[src/design/stl_pkg.sv]
// Shared types and constants for the script token lexer.
`timescale 1ns / 1ps

package stl_pkg;

  // Token length width and largest token limit.
  localparam int LEN_W     = 11;
  localparam int MAX_TOKEN = 1024;

  // Configuration port geometry: 64-bit registers at 8-byte strides.
  localparam int DATA_W = 64;
  localparam int ADDR_W = 5;

  // Register indexes, taken from paddr[4:3].
  localparam logic [1:0] REG_LIMIT   = 2'd0;
  localparam logic [1:0] REG_MASK_LO = 2'd1;
  localparam logic [1:0] REG_MASK_HI = 2'd2;

  // Register reset values.
  localparam logic [LEN_W-1:0]  LIMIT_RESET   = 11'd1024;
  localparam logic [DATA_W-1:0] MASK_LO_RESET = 64'd8935172180740669440;
  localparam logic [DATA_W-1:0] MASK_HI_RESET = 64'd4035225266123964416;

  // Characters with a fixed role in the scanner.
  localparam logic [7:0] CH_END   = 8'h00;
  localparam logic [7:0] CH_NL    = 8'h0A;
  localparam logic [7:0] CH_SPACE = 8'h20;
  localparam logic [7:0] CH_QUOTE = 8'h22;
  localparam logic [7:0] CH_STAR  = 8'h2A;
  localparam logic [7:0] CH_SLASH = 8'h2F;

  // Result queue between the scanner and the output stage.
  localparam int Q_DEPTH = 4;
  localparam int Q_PTR_W = 2;

  // One result beat.
  typedef struct packed {
    logic [7:0] ch;
    logic       has;
    logic       last;
    logic       quoted;
    logic       trunc;
  } res_t;

  // One queue entry: the one or two results caused by one input byte.
  typedef struct packed {
    logic two;
    res_t r0;
    res_t r1;
  } entry_t;

  // Configuration as seen by the scanner.
  typedef struct packed {
    logic [LEN_W-1:0]  limit;
    logic [DATA_W-1:0] mask_lo;
    logic [DATA_W-1:0] mask_hi;
  } cfg_t;

endpackage

[src/design/stl_if.sv]
// Valid/ready channel interfaces for text bytes and token beats.
`timescale 1ns / 1ps

interface stl_in_if;
  logic       valid;
  logic       ready;
  logic [7:0] in_byte;

  modport source (output valid, output in_byte, input ready);
  modport sink (input valid, input in_byte, output ready);
endinterface

interface stl_out_if;
  logic       valid;
  logic       ready;
  logic [7:0] out_char;
  logic       has_char;
  logic       last;
  logic       quoted;
  logic       truncated;

  modport source (output valid, output out_char, output has_char, output last,
                  output quoted, output truncated, input ready);
  modport sink (input valid, input out_char, input has_char, input last,
                input quoted, input truncated, output ready);
endinterface

[src/design/script_token_lexer_unit.sv]
// Top level of the script token lexer: registers, scanner, queue and output stage.
`timescale 1ns / 1ps

// The lexer takes one text byte per cycle while the result queue is not full
// and sends tokens out one character per beat, with last set on the final
// beat of each token. The scanner state (mode, length and held character) is
// the only loop; the result queue (four entries) sits between the scanner and
// the output register, so the scanner keeps taking bytes while the output
// side is stalled, until the queue fills. A byte that ends a token and
// starts a punctuation token, or that fills a string, gives two beats, and
// the output register sends one beat per cycle while the receiver is ready.
// Configuration registers are at byte addresses 0 (token limit), 8
// (punctuation mask, codes 0 to 63) and 16 (punctuation mask, codes 64 to
// 127); they are to be written only while idle, which the block does not enforce.

module script_token_lexer_unit import stl_pkg::*; (
  input  logic              clk,
  input  logic              rst,
  stl_in_if.sink            in_ch,
  stl_out_if.source         out_ch,
  input  logic              psel,
  input  logic              penable,
  input  logic              pwrite,
  input  logic [ADDR_W-1:0] paddr,
  input  logic [DATA_W-1:0] pwdata,
  output logic [DATA_W-1:0] prdata,
  output logic              pready
);

  cfg_t   cfg;
  logic   push, pop, q_full, q_not_empty, wr_en;
  entry_t push_data, head;

  assign pready = 1'b1;
  assign wr_en  = psel && penable && pwrite && pready;

  // Configuration registers.
  always_ff @(posedge clk) begin
    if (rst) begin
      cfg.limit   <= LIMIT_RESET;
      cfg.mask_lo <= MASK_LO_RESET;
      cfg.mask_hi <= MASK_HI_RESET;
    end else if (wr_en) begin
      case (paddr[4:3])
        REG_LIMIT:   cfg.limit   <= pwdata[LEN_W-1:0];
        REG_MASK_LO: cfg.mask_lo <= pwdata;
        REG_MASK_HI: cfg.mask_hi <= pwdata;
        default: ;
      endcase
    end
  end

  // Register read-back.
  always_comb begin
    case (paddr[4:3])
      REG_LIMIT:   prdata = DATA_W'(cfg.limit);
      REG_MASK_LO: prdata = cfg.mask_lo;
      REG_MASK_HI: prdata = cfg.mask_hi;
      default:     prdata = '0;
    endcase
  end

  stl_front u_front (
    .clk       (clk),
    .rst       (rst),
    .in_ch     (in_ch),
    .cfg       (cfg),
    .q_full    (q_full),
    .push      (push),
    .push_data (push_data)
  );

  stl_queue u_queue (
    .clk       (clk),
    .rst       (rst),
    .push      (push),
    .wr_data   (push_data),
    .pop       (pop),
    .rd_data   (head),
    .not_empty (q_not_empty),
    .full      (q_full)
  );

  stl_back u_back (
    .clk        (clk),
    .rst        (rst),
    .head       (head),
    .head_valid (q_not_empty),
    .pop        (pop),
    .out_ch     (out_ch)
  );

  // The scanner never writes into a full queue.
  assert property (@(posedge clk) disable iff (rst) push |-> !q_full)
    else $error("result queue overflow");

  // A beat without a character can only be the end of an empty string.
  assert property (@(posedge clk) disable iff (rst)
    (out_ch.valid && !out_ch.has_char) |-> (out_ch.quoted && out_ch.last))
    else $error("empty beat outside an empty quoted token");

  // A cut token is marked only on its final beat.
  assert property (@(posedge clk) disable iff (rst)
    (out_ch.valid && out_ch.truncated) |-> out_ch.last)
    else $error("truncated set on a beat that is not last");

  // Reset empties the output stage.
  assert property (@(posedge clk) rst |=> !out_ch.valid)
    else $error("output valid after reset");

endmodule

[src/design/stl_front.sv]
// Scanner front end: takes text bytes, tracks the scan mode, forms results.
`timescale 1ns / 1ps

module stl_front import stl_pkg::*; (
  input  logic       clk,
  input  logic       rst,
  stl_in_if.sink     in_ch,
  input  cfg_t       cfg,
  input  logic       q_full,
  output logic       push,
  output entry_t     push_data
);

  // Scan modes.
  localparam logic [2:0] M_WHITE = 3'd0;
  localparam logic [2:0] M_SLASH = 3'd1;
  localparam logic [2:0] M_LINE  = 3'd2;
  localparam logic [2:0] M_BLOCK = 3'd3;
  localparam logic [2:0] M_BSTAR = 3'd4;
  localparam logic [2:0] M_QUOTE = 3'd5;
  localparam logic [2:0] M_WORD  = 3'd6;

  function automatic res_t mk_res(input logic [7:0] ch, input logic has,
                                  input logic last, input logic quoted,
                                  input logic trunc);
    res_t r;
    r.ch     = has ? ch : 8'h00;
    r.has    = has;
    r.last   = last;
    r.quoted = quoted;
    r.trunc  = trunc;
    return r;
  endfunction

  logic [2:0]       mode, mode_next;
  logic [LEN_W-1:0] len, len_next;
  logic [7:0]       hc, hc_next;
  logic             hv, hv_next;

  logic [7:0]       b;
  logic             accept;
  logic [LEN_W-1:0] lim, cap, len_inc, wl;
  logic [7:0]       wc;
  logic             b_punct, slash_punct, b_white;
  logic             e0_v, e1_v, sp_v, do_start, word_go;
  res_t             e0, e1, sp;

  assign b            = in_ch.in_byte;
  assign in_ch.ready  = !q_full;
  assign accept       = in_ch.valid && !q_full;
  assign len_inc      = len + LEN_W'(1);
  assign b_white      = (b <= CH_SPACE);
  assign slash_punct  = cfg.mask_lo[CH_SLASH[5:0]];

  // Punctuation lookup: high bytes are never punctuation.
  assign b_punct = b[7] ? 1'b0 : (b[6] ? cfg.mask_hi[b[5:0]] : cfg.mask_lo[b[5:0]]);

  // Clamp the limit to its legal range; a token holds one less than the limit.
  always_comb begin
    lim = cfg.limit;
    if (lim < LEN_W'(2)) begin
      lim = LEN_W'(2);
    end
    if (lim > LEN_W'(MAX_TOKEN)) begin
      lim = LEN_W'(MAX_TOKEN);
    end
    cap = lim - LEN_W'(1);
  end

  // Next-state and result logic for one byte.
  always_comb begin
    mode_next = mode;
    len_next  = len;
    hc_next   = hc;
    hv_next   = hv;
    e0_v      = 1'b0;
    e0        = '0;
    e1_v      = 1'b0;
    e1        = '0;
    sp_v      = 1'b0;
    sp        = '0;
    do_start  = 1'b0;
    word_go   = 1'b0;
    wc        = hc;
    wl        = len;

    case (mode)
      M_SLASH: begin
        if (b == CH_SLASH) begin
          mode_next = M_LINE;
        end else if (b == CH_STAR) begin
          mode_next = M_BLOCK;
        end else if (slash_punct) begin
          e0_v     = 1'b1;
          e0       = mk_res(CH_SLASH, 1'b1, 1'b1, 1'b0, 1'b0);
          do_start = 1'b1;
        end else begin
          // The slash starts a word; the byte continues or ends it.
          word_go = 1'b1;
          wc      = CH_SLASH;
          wl      = LEN_W'(1);
        end
      end
      M_LINE: begin
        if (b == CH_END) begin
          mode_next = M_WHITE;
          len_next  = '0;
          hc_next   = '0;
          hv_next   = 1'b0;
        end else if (b == CH_NL) begin
          mode_next = M_WHITE;
        end
      end
      M_BLOCK: begin
        if (b == CH_END) begin
          mode_next = M_WHITE;
          len_next  = '0;
          hc_next   = '0;
          hv_next   = 1'b0;
        end else if (b == CH_STAR) begin
          mode_next = M_BSTAR;
        end
      end
      M_BSTAR: begin
        if (b == CH_END) begin
          mode_next = M_WHITE;
          len_next  = '0;
          hc_next   = '0;
          hv_next   = 1'b0;
        end else if (b == CH_SLASH) begin
          mode_next = M_WHITE;
        end else if (b != CH_STAR) begin
          mode_next = M_BLOCK;
        end
      end
      M_QUOTE: begin
        if (len >= cap) begin
          e0_v     = 1'b1;
          e0       = mk_res(hc, hv, 1'b1, 1'b1, 1'b1);
          do_start = 1'b1;
        end else if (b == CH_QUOTE || b == CH_END) begin
          e0_v      = 1'b1;
          e0        = mk_res(hc, hv, 1'b1, 1'b1, 1'b0);
          mode_next = M_WHITE;
          len_next  = '0;
          hc_next   = '0;
          hv_next   = 1'b0;
        end else begin
          if (hv) begin
            e0_v = 1'b1;
            e0   = mk_res(hc, 1'b1, 1'b0, 1'b1, 1'b0);
          end
          hc_next  = b;
          hv_next  = 1'b1;
          len_next = len_inc;
          // The string is full: close it here as cut.
          if (len_inc >= cap) begin
            e1_v      = 1'b1;
            e1        = mk_res(b, 1'b1, 1'b1, 1'b1, 1'b1);
            mode_next = M_WHITE;
            len_next  = '0;
            hc_next   = '0;
            hv_next   = 1'b0;
          end
        end
      end
      M_WORD: begin
        word_go = 1'b1;
      end
      default: begin
        do_start = 1'b1;
      end
    endcase

    // A word releases its held character once the next byte is known.
    if (word_go) begin
      if (b_white || b_punct) begin
        e0_v     = 1'b1;
        e0       = mk_res(wc, 1'b1, 1'b1, 1'b0, 1'b0);
        do_start = 1'b1;
      end else if (wl >= cap) begin
        e0_v     = 1'b1;
        e0       = mk_res(wc, 1'b1, 1'b1, 1'b0, 1'b1);
        do_start = 1'b1;
      end else begin
        e0_v      = 1'b1;
        e0        = mk_res(wc, 1'b1, 1'b0, 1'b0, 1'b0);
        mode_next = M_WORD;
        hc_next   = b;
        hv_next   = 1'b1;
        len_next  = wl + LEN_W'(1);
      end
    end

    // Fresh scan from the current byte.
    if (do_start) begin
      mode_next = M_WHITE;
      len_next  = '0;
      hc_next   = '0;
      hv_next   = 1'b0;
      if (!b_white) begin
        if (b == CH_SLASH) begin
          mode_next = M_SLASH;
        end else if (b == CH_QUOTE) begin
          mode_next = M_QUOTE;
        end else if (b_punct) begin
          sp_v = 1'b1;
          sp   = mk_res(b, 1'b1, 1'b1, 1'b0, 1'b0);
        end else begin
          mode_next = M_WORD;
          hc_next   = b;
          hv_next   = 1'b1;
          len_next  = LEN_W'(1);
        end
      end
    end
  end

  // Pack the results of this byte into one queue entry, in order.
  always_comb begin
    push          = accept && (e0_v || e1_v || sp_v);
    push_data.two = e0_v && (e1_v || sp_v);
    push_data.r0  = e0_v ? e0 : (e1_v ? e1 : sp);
    push_data.r1  = e1_v ? e1 : sp;
  end

  // Scanner state.
  always_ff @(posedge clk) begin
    if (rst) begin
      mode <= M_WHITE;
      len  <= '0;
      hc   <= '0;
      hv   <= 1'b0;
    end else if (accept) begin
      mode <= mode_next;
      len  <= len_next;
      hc   <= hc_next;
      hv   <= hv_next;
    end
  end

endmodule

[src/design/stl_queue.sv]
// Small result queue between the scanner and the output stage.
`timescale 1ns / 1ps

module stl_queue import stl_pkg::*; (
  input  logic   clk,
  input  logic   rst,
  input  logic   push,
  input  entry_t wr_data,
  input  logic   pop,
  output entry_t rd_data,
  output logic   not_empty,
  output logic   full
);

  entry_t               slots [Q_DEPTH];
  logic [Q_PTR_W-1:0]   wr_ptr, rd_ptr;
  logic [Q_PTR_W:0]     count;

  assign rd_data   = slots[rd_ptr];
  assign not_empty = (count != '0);
  assign full      = (count == (Q_PTR_W + 1)'(Q_DEPTH));

  // Entry storage.
  always_ff @(posedge clk) begin
    if (push) begin
      slots[wr_ptr] <= wr_data;
    end
  end

  // Pointers and fill level.
  always_ff @(posedge clk) begin
    if (rst) begin
      wr_ptr <= '0;
      rd_ptr <= '0;
      count  <= '0;
    end else begin
      if (push) begin
        wr_ptr <= wr_ptr + Q_PTR_W'(1);
      end
      if (pop) begin
        rd_ptr <= rd_ptr + Q_PTR_W'(1);
      end
      if (push && !pop) begin
        count <= count + (Q_PTR_W + 1)'(1);
      end else if (pop && !push) begin
        count <= count - (Q_PTR_W + 1)'(1);
      end
    end
  end

endmodule

[src/design/stl_back.sv]
// Output stage: splits queue entries into single token beats.
`timescale 1ns / 1ps

module stl_back import stl_pkg::*; (
  input  logic       clk,
  input  logic       rst,
  input  entry_t     head,
  input  logic       head_valid,
  output logic       pop,
  stl_out_if.source  out_ch
);

  logic out_valid, pend_valid, take;
  res_t out_res, pend;

  assign take = !out_valid || out_ch.ready;
  assign pop  = take && !pend_valid && head_valid;

  assign out_ch.valid     = out_valid;
  assign out_ch.out_char  = out_res.ch;
  assign out_ch.has_char  = out_res.has;
  assign out_ch.last      = out_res.last;
  assign out_ch.quoted    = out_res.quoted;
  assign out_ch.truncated = out_res.trunc;

  // Output register and the second result of a two-result entry.
  always_ff @(posedge clk) begin
    if (rst) begin
      out_valid  <= 1'b0;
      pend_valid <= 1'b0;
    end else if (take) begin
      if (pend_valid) begin
        out_res    <= pend;
        out_valid  <= 1'b1;
        pend_valid <= 1'b0;
      end else if (head_valid) begin
        out_res    <= head.r0;
        out_valid  <= 1'b1;
        pend       <= head.r1;
        pend_valid <= head.two;
      end else begin
        out_valid <= 1'b0;
      end
    end
  end

endmodule
[src/flat_wrapper.sv]
// flat-port wrapper written by rule: the top's interface ports become plain ports
module script_token_lexer_unit_flat import stl_pkg::*;
  (clk, rst, psel, penable, pwrite, paddr, pwdata, prdata, pready, in_ch_valid, in_ch_in_byte, in_ch_ready, out_ch_valid, out_ch_out_char, out_ch_has_char, out_ch_last, out_ch_quoted, out_ch_truncated, out_ch_ready);
  stl_in_if in_ch_i ();
  stl_out_if out_ch_i ();
  input  logic clk;
  input  logic rst;
  input  logic psel;
  input  logic penable;
  input  logic pwrite;
  input  logic [ADDR_W-1:0] paddr;
  input  logic [DATA_W-1:0] pwdata;
  output logic [DATA_W-1:0] prdata;
  output logic pready;
  input wire logic [$bits(in_ch_i.valid)-1:0] in_ch_valid;
  input wire logic [$bits(in_ch_i.in_byte)-1:0] in_ch_in_byte;
  output wire logic [$bits(in_ch_i.ready)-1:0] in_ch_ready;
  output wire logic [$bits(out_ch_i.valid)-1:0] out_ch_valid;
  output wire logic [$bits(out_ch_i.out_char)-1:0] out_ch_out_char;
  output wire logic [$bits(out_ch_i.has_char)-1:0] out_ch_has_char;
  output wire logic [$bits(out_ch_i.last)-1:0] out_ch_last;
  output wire logic [$bits(out_ch_i.quoted)-1:0] out_ch_quoted;
  output wire logic [$bits(out_ch_i.truncated)-1:0] out_ch_truncated;
  input wire logic [$bits(out_ch_i.ready)-1:0] out_ch_ready;
  assign in_ch_i.valid = in_ch_valid;
  assign in_ch_i.in_byte = in_ch_in_byte;
  assign in_ch_ready = in_ch_i.ready;
  assign out_ch_valid = out_ch_i.valid;
  assign out_ch_out_char = out_ch_i.out_char;
  assign out_ch_has_char = out_ch_i.has_char;
  assign out_ch_last = out_ch_i.last;
  assign out_ch_quoted = out_ch_i.quoted;
  assign out_ch_truncated = out_ch_i.truncated;
  assign out_ch_i.ready = out_ch_ready;
  script_token_lexer_unit u_core (.clk(clk), .rst(rst), .in_ch(in_ch_i), .out_ch(out_ch_i), .psel(psel), .penable(penable), .pwrite(pwrite), .paddr(paddr), .pwdata(pwdata), .prdata(prdata), .pready(pready));
endmodule
[config.mk]
export PLATFORM = sky130hd
export DESIGN_NAME = script_token_lexer_unit_flat
export DESIGN_NICKNAME = d
export VERILOG_FILES = /design/src/design/stl_pkg.sv /design/src/design/stl_if.sv /design/src/design/script_token_lexer_unit.sv /design/src/design/stl_front.sv /design/src/design/stl_queue.sv /design/src/design/stl_back.sv /design/src/flat_wrapper.sv
export SDC_FILE = /design/constraint.sdc
export NUM_CORES = 1
export LEC_CHECK = 0
export BUFFER_PORTS_ARGS = -buffer_cell sky130_fd_sc_hd__buf_4
export CAP_MARGIN = 20
export CORE_MARGIN = 4
export CORE_UTILIZATION = 25
export CTS_BUF_LIST = sky130_fd_sc_hd__clkbuf_8 sky130_fd_sc_hd__clkbuf_16
export DETAILED_ROUTE_END_ITERATION = 8
export GPL_TIMING_DRIVEN = 0
export SETUP_SLACK_MARGIN = 0.1
export SYNTH_ARGS = -nofsm -noshare
export SYNTH_HDL_FRONTEND = slang
export SYNTH_SLANG_ARGS = --single-unit
[constraint.sdc]
create_clock -name clk -period 16.07 [get_ports clk]
set_clock_uncertainty 0.2 [all_clocks]
set_input_delay 3.214 -clock clk [delete_from_list [all_inputs] [get_ports clk]]
set_output_delay 3.214 -clock clk [all_outputs]
set_load 0.01 [all_outputs]
### After elaboration in Yosys (flattened, before gate mapping)

Memories as Yosys holds them, arrays and structs flattened. A register that Yosys moved wholly into a read port is not among the register bits.
Index checks and enable logic that the tools add are counted.

* register bits after elaboration: 195
* RAM bits: 100
* bits of input ports: 84
* word-level logic and storage cells: 222
* memories kept: 1

* $add $sub $neg: 7
* $lt $le $gt $ge: 7
* equal/unequal tests: 14
* mux-type cells: 137
* bitwise logic cells: 2
* reductions and logical operators: 32

Memories
* u_core.u_queue.slots: words 4, bits a word 25, read ports 1, clocked after memory_dff 1, write ports 1, RTL line stl_queue.sv:15 `entry_t slots [Q_DEPTH];`

Operators with widths (number)
* $mux W12: 17
* $pmux W64 S3: 1
* $mux W11: 14
* $mux W8: 17
* $mux W3: 24
* $mux W1: 49
* $ge A11 B11 Y1: 3
* $mux W10: 3
* $eq A8 B6 Y1 const B: 3
* $pmux W12 S2: 1
* $add A11 B1 Y11 const B: 2
* $pmux W11 S2: 1
* $pmux W8 S2: 1
* $pmux W3 S5: 1
* $bmux W1 S6: 2
* $eq A3 B3 Y1 const B: 4
* $gt A11 B11 Y1 const B: 1
* $lt A11 B2 Y1 const B: 1
* $sub A11 B1 Y11 const B: 1
* $logic_and A1 B1 Y1: 9
* $eq A8 B4 Y1 const B: 1
* $le A8 B6 Y1 const B: 1
* $logic_not A8 Y1: 1
* $ne A8 B6 Y1 const B: 1
* other kinds (22): 40

### Depth between registers and ports, before layout

* word-level depth: 18
* mapped depth: 27
* gate-level depth less buffers: 24

### Hierarchy

A second synthesis with hierarchy kept.

* cells, all modules: 1395
* area total of the unflattened synthesis: 15965.3 um^2

By module, submodules not included
* script_token_lexer_unit: times used 1, cells an instance 641, area each 6485.0 um^2, sequential area each 2782.7 um^2
* stl_front: times used 1, cells an instance 528, area each 4383.0 um^2, sequential area each 460.4 um^2
* stl_queue: times used 1, cells an instance 175, area each 4081.4 um^2, sequential area each 3183.1 um^2
* stl_back: times used 1, cells an instance 51, area each 1016.0 um^2, sequential area each 760.7 um^2

### Worst setup path after synthesis

OpenSTA, ideal clock, no wires.

* path type: input to output
* from: input port paddr[3]
* to: output port prdata[11]
* arrival time: 4337 ps
* data required time: 12656 ps
* setup slack: 8319 ps
* cell stages on the path: 5
* cell sequence: clkbuf_1 > nor2b_1 > clkbuf_1 > clkbuf_1 > a22o_1

* word-level cells in the longest chain between the ends: 2

Ends and longest elaborated chain
* start, declared: RTL line flat_wrapper.sv:11 `input logic [ADDR_W-1:0] paddr;`
* $eq A2 B2 Y1 (tied with other cells): RTL line script_token_lexer_unit.sv:55 `case (paddr[4:3])`
* $pmux W64 S3 (*): RTL line script_token_lexer_unit.sv:55
* end, declared: RTL line flat_wrapper.sv:13 `output logic [DATA_W-1:0] prdata;`

Every way passes the cells marked *; elsewhere a longest branch is shown, timed or not.

### Worst setup path in the final report

* from: input port paddr[3]
* to: output port prdata[17]

Same word-level chain as after synthesis.

==> impl_metrics.yaml <==
layout:
  post_route_cells_drive_above_1_share_pct: 18.4
  nNetsFinal: 1829
  commonest_cells_after_routing_fill_and_taps_aside: "nand2_1 (346), dfxtp_1 (173), a21oi_1 (157)"
  commonest_non_fill_non_tap_cell_in_the_layout: "nand2_1"
  areaGrowthSynthToFinish_pct: 21.9
synthesis:
  ys_seq_elements: 287
  async_flop_share_pct: 0
  mappedNetlistArea_mm2: 0.0147
  dominantRegCellSynth: "dfxtp_1"
  synthesis.instances: 1519
  synth.net_count: 1637
  synth.yosys.seq_area_share_pct: 46.9
  avgSynthCellArea_um2: 9.66
  synth_edf_count: 114
  synthDistinctLibCells: 84
  synthesis.yosys.warnings: 0
clocking:
  cts_max_level: 1
  path_clk_slew_ns: 0.06
  clock_latency_at_the_later_pin_of_the_worst_skew_pair_ns: 0.59
  clk_root_buffer_cell: "clkbuf_16"
  ctsLongestPathBuffers: 3
  cts_made_buffers: 31
  ctsHoldBuffers: 0
  post_cts_buffers: 0
  postCtsResizedCells: 0
  clock_tree_from_tritoncts: "yes"
  clock_sink_count: 287
global_route:
  grt_usage_pct: 15.2
  grt_start_max_net_pins: 18
  via_count_of_the_first_global_routing_pass: 12400
  sum_of_overflow_across_all_layers_after_global_routing: 0
  initial_antenna_violation_count: 3
  grt_pass1_wl_mm: 75.9
route:
  drt_wl_total_mm: 50.2
  wl_per_cell_um: 20.1
  route.antenna.remaining_nets: 0
  via_per_inst: 5.09
  via_count: 12700
  first_pass_iters: 7
  drc: 0
  dr.first_iter.drc_count: 976
power_and_ir_drop:
  p_leak_nw: 6.48
  power.ir.vdd_worst_mv: 0.0659
  power-per-cell-area_mw_per_mm2: 112
sta:
  rsz0062_at_grt: "false"
  setup-tns-final_ns: 0
  timing_hold_violations_final: 0
  slew_headroom_pct: 37.2
  worst_pin_slew_ns: 0.941
  hold_ws_ns: 0.269
  min_period_over_period_pct: 53.9
  timing.final.setup_violations: 0
  max_clock_freq_mhz: 115
  fin_crit_ns: 8.66
  timing.final.max_slew_violations: 0
die:
  floorplan.initialDensity_pct: 25.3
  fp-row-count: 88
  core_area_mm2: 0.0579
  floorplan.die.width_um: 250
  die_height_um: 250
  floorplan.io_pins: 163
  die_area_mm2: 0.0626
placement:
  io_buffers: 152
  post-dp-hpwl_mm: 38.2
  gpl.final_weighted_congestion: 0.907
setup_path:
  criticalPathCategory: "input pin to output pin"
  critPathRequiredTime_ns: 12.66
  worstPathArrival_ns: 5.24
  timing.critical_path.from_type: "input pin"
  crit_path_end_kind: "output pin"
  critical_path_peak_fanout: 10
job:
  cap_violations: 0
run_status:
  status: "completed"
min_path:
  min_delay_path_class: "flop to flop"
==> worst max-delay path, stage by stage <==
cell	delay [ns]
clkbuf_1	0.17
nor2b_1	0.20
clkbuf_1	0.61
clkbuf_1	0.51
a22o_1	0.36
buf_4	0.17
==> where the power goes <==
part	internal [W]	switching, W
combinational	0.000171	0.000250
clock	0.000430	0.000297
sequential	0.000826	0.0000262
total	0.00143	0.000573
==> per-stage QoR <==
| stage | total power, W | setup slack [ns] | instance area [um^2] | util [%] | std cells |
|---|---|---|---|---|---|
| after floorplan | 0.00113 | 8.32 | 14700 | - | 1519 |
| after CTS | 0.00201 | 7.45 | 17900 | 30.9 | 2494 |
| final | 0.00200 | 7.41 | 17900 | 30.9 | 2497 |
| after global placement | 0.00127 | 7.14 | 16800 | 29.0 | 2436 |
| after global routing | 0.00208 | 7.31 | 17900 | 30.9 | 2495 |
| after detailed placement | 0.00129 | 7.19 | 16900 | 29.1 | 2442 |
==> layout make-up <==
class,instances,area [um^2]
flip-flops and latches,287,6890
multi-input cells,1086,7200
plain buffers,112,458
inverters,34,128
clock inverters,20,220
clock buffers,32,790
diodes,2,5.00
well taps,765,957
repair buffers,159,1240
fillers,6054,40000
==> sequential cells by signal (all words and copies together), names as in the netlist, named ones only <==
register and cells:
u_core.cfg 139, u_core.u_queue.slots 92, u_core.u_front.len 11, u_core.u_back.pend 10
u_core.u_back.out_ch.out_char 8, u_core.u_front.hc 8, u_core.u_front.mode 3, u_core.u_queue.count 3
u_core.u_queue.rd_ptr 2, u_core.u_queue.wr_ptr 2, u_core.u_back.out_ch.has_char 1, u_core.u_back.out_ch.last 1
u_core.u_back.out_ch.quoted 1, u_core.u_back.out_ch.truncated 1, u_core.u_back.out_ch.valid 1, u_core.u_back.pend_valid 1
u_core.u_front.hv 1
==> synthesized netlist by cell type (all sizes together) (12+ instances only) <==
library cell	instances	area share [%]
nand2	346	8.9
dfxtp	173	24
a21oi	158	5.4
edfxtp	114	23
clkbuf	87	2.2
nor2	61	1.6
o21ai	58	2.0
a22o	57	3.4
mux4	50	7.7
inv	34	0.87
ha	33	2.8
buf	25	0.90
nor3	20	0.72
a31oi	19	0.96
mux2	19	1.5
mux2i	19	1.3
nand3b	19	0.97
and2	18	0.77
nand3	16	0.55
nor2b	13	0.55
a21o	12	0.61
nand2b	12	0.51
==> layer usage <==
layer / global-route usage [%] / wire (um) / vias up
met2: 25.8 / 24000 / 459
li1: - / - / 5898
met1: 20.1 / 21400 / 6266
met5: 0 / 14 / -
met3: 3.32 / 3710 / 77
met4: 3.09 / 1080 / 2
==> cells by family after synthesis <==
logic type	after synthesis	share of synthesized area, %
compound gates	393	17.7
xor+xnor	19	1.13
fa+ha+maj	36	3.10
buf+inv	146	3.99
flops	287	46.9
mux	88	10.5
other cells	1	0.0256
simple gates	549	16.6
==> final timing paths <==
| check | start | endpoint | slack, ns | depth (start not counted) |
|---|---|---|---|---|
| worst min-delay path | u_core.cfg[50] | u_core.cfg[50] | 0.27 | 2 |
| worst min register to register | u_core.cfg[50] | u_core.cfg[50] | 0.27 | 2 |
| worst max-delay path | paddr[3] | prdata[17] | 7.41 | 6 |
| worst max register to register | u_core.cfg[136] | u_core.u_queue.count[2] | 9.57 | 24 |
Note: power is estimated with default switching activity, not from simulation.
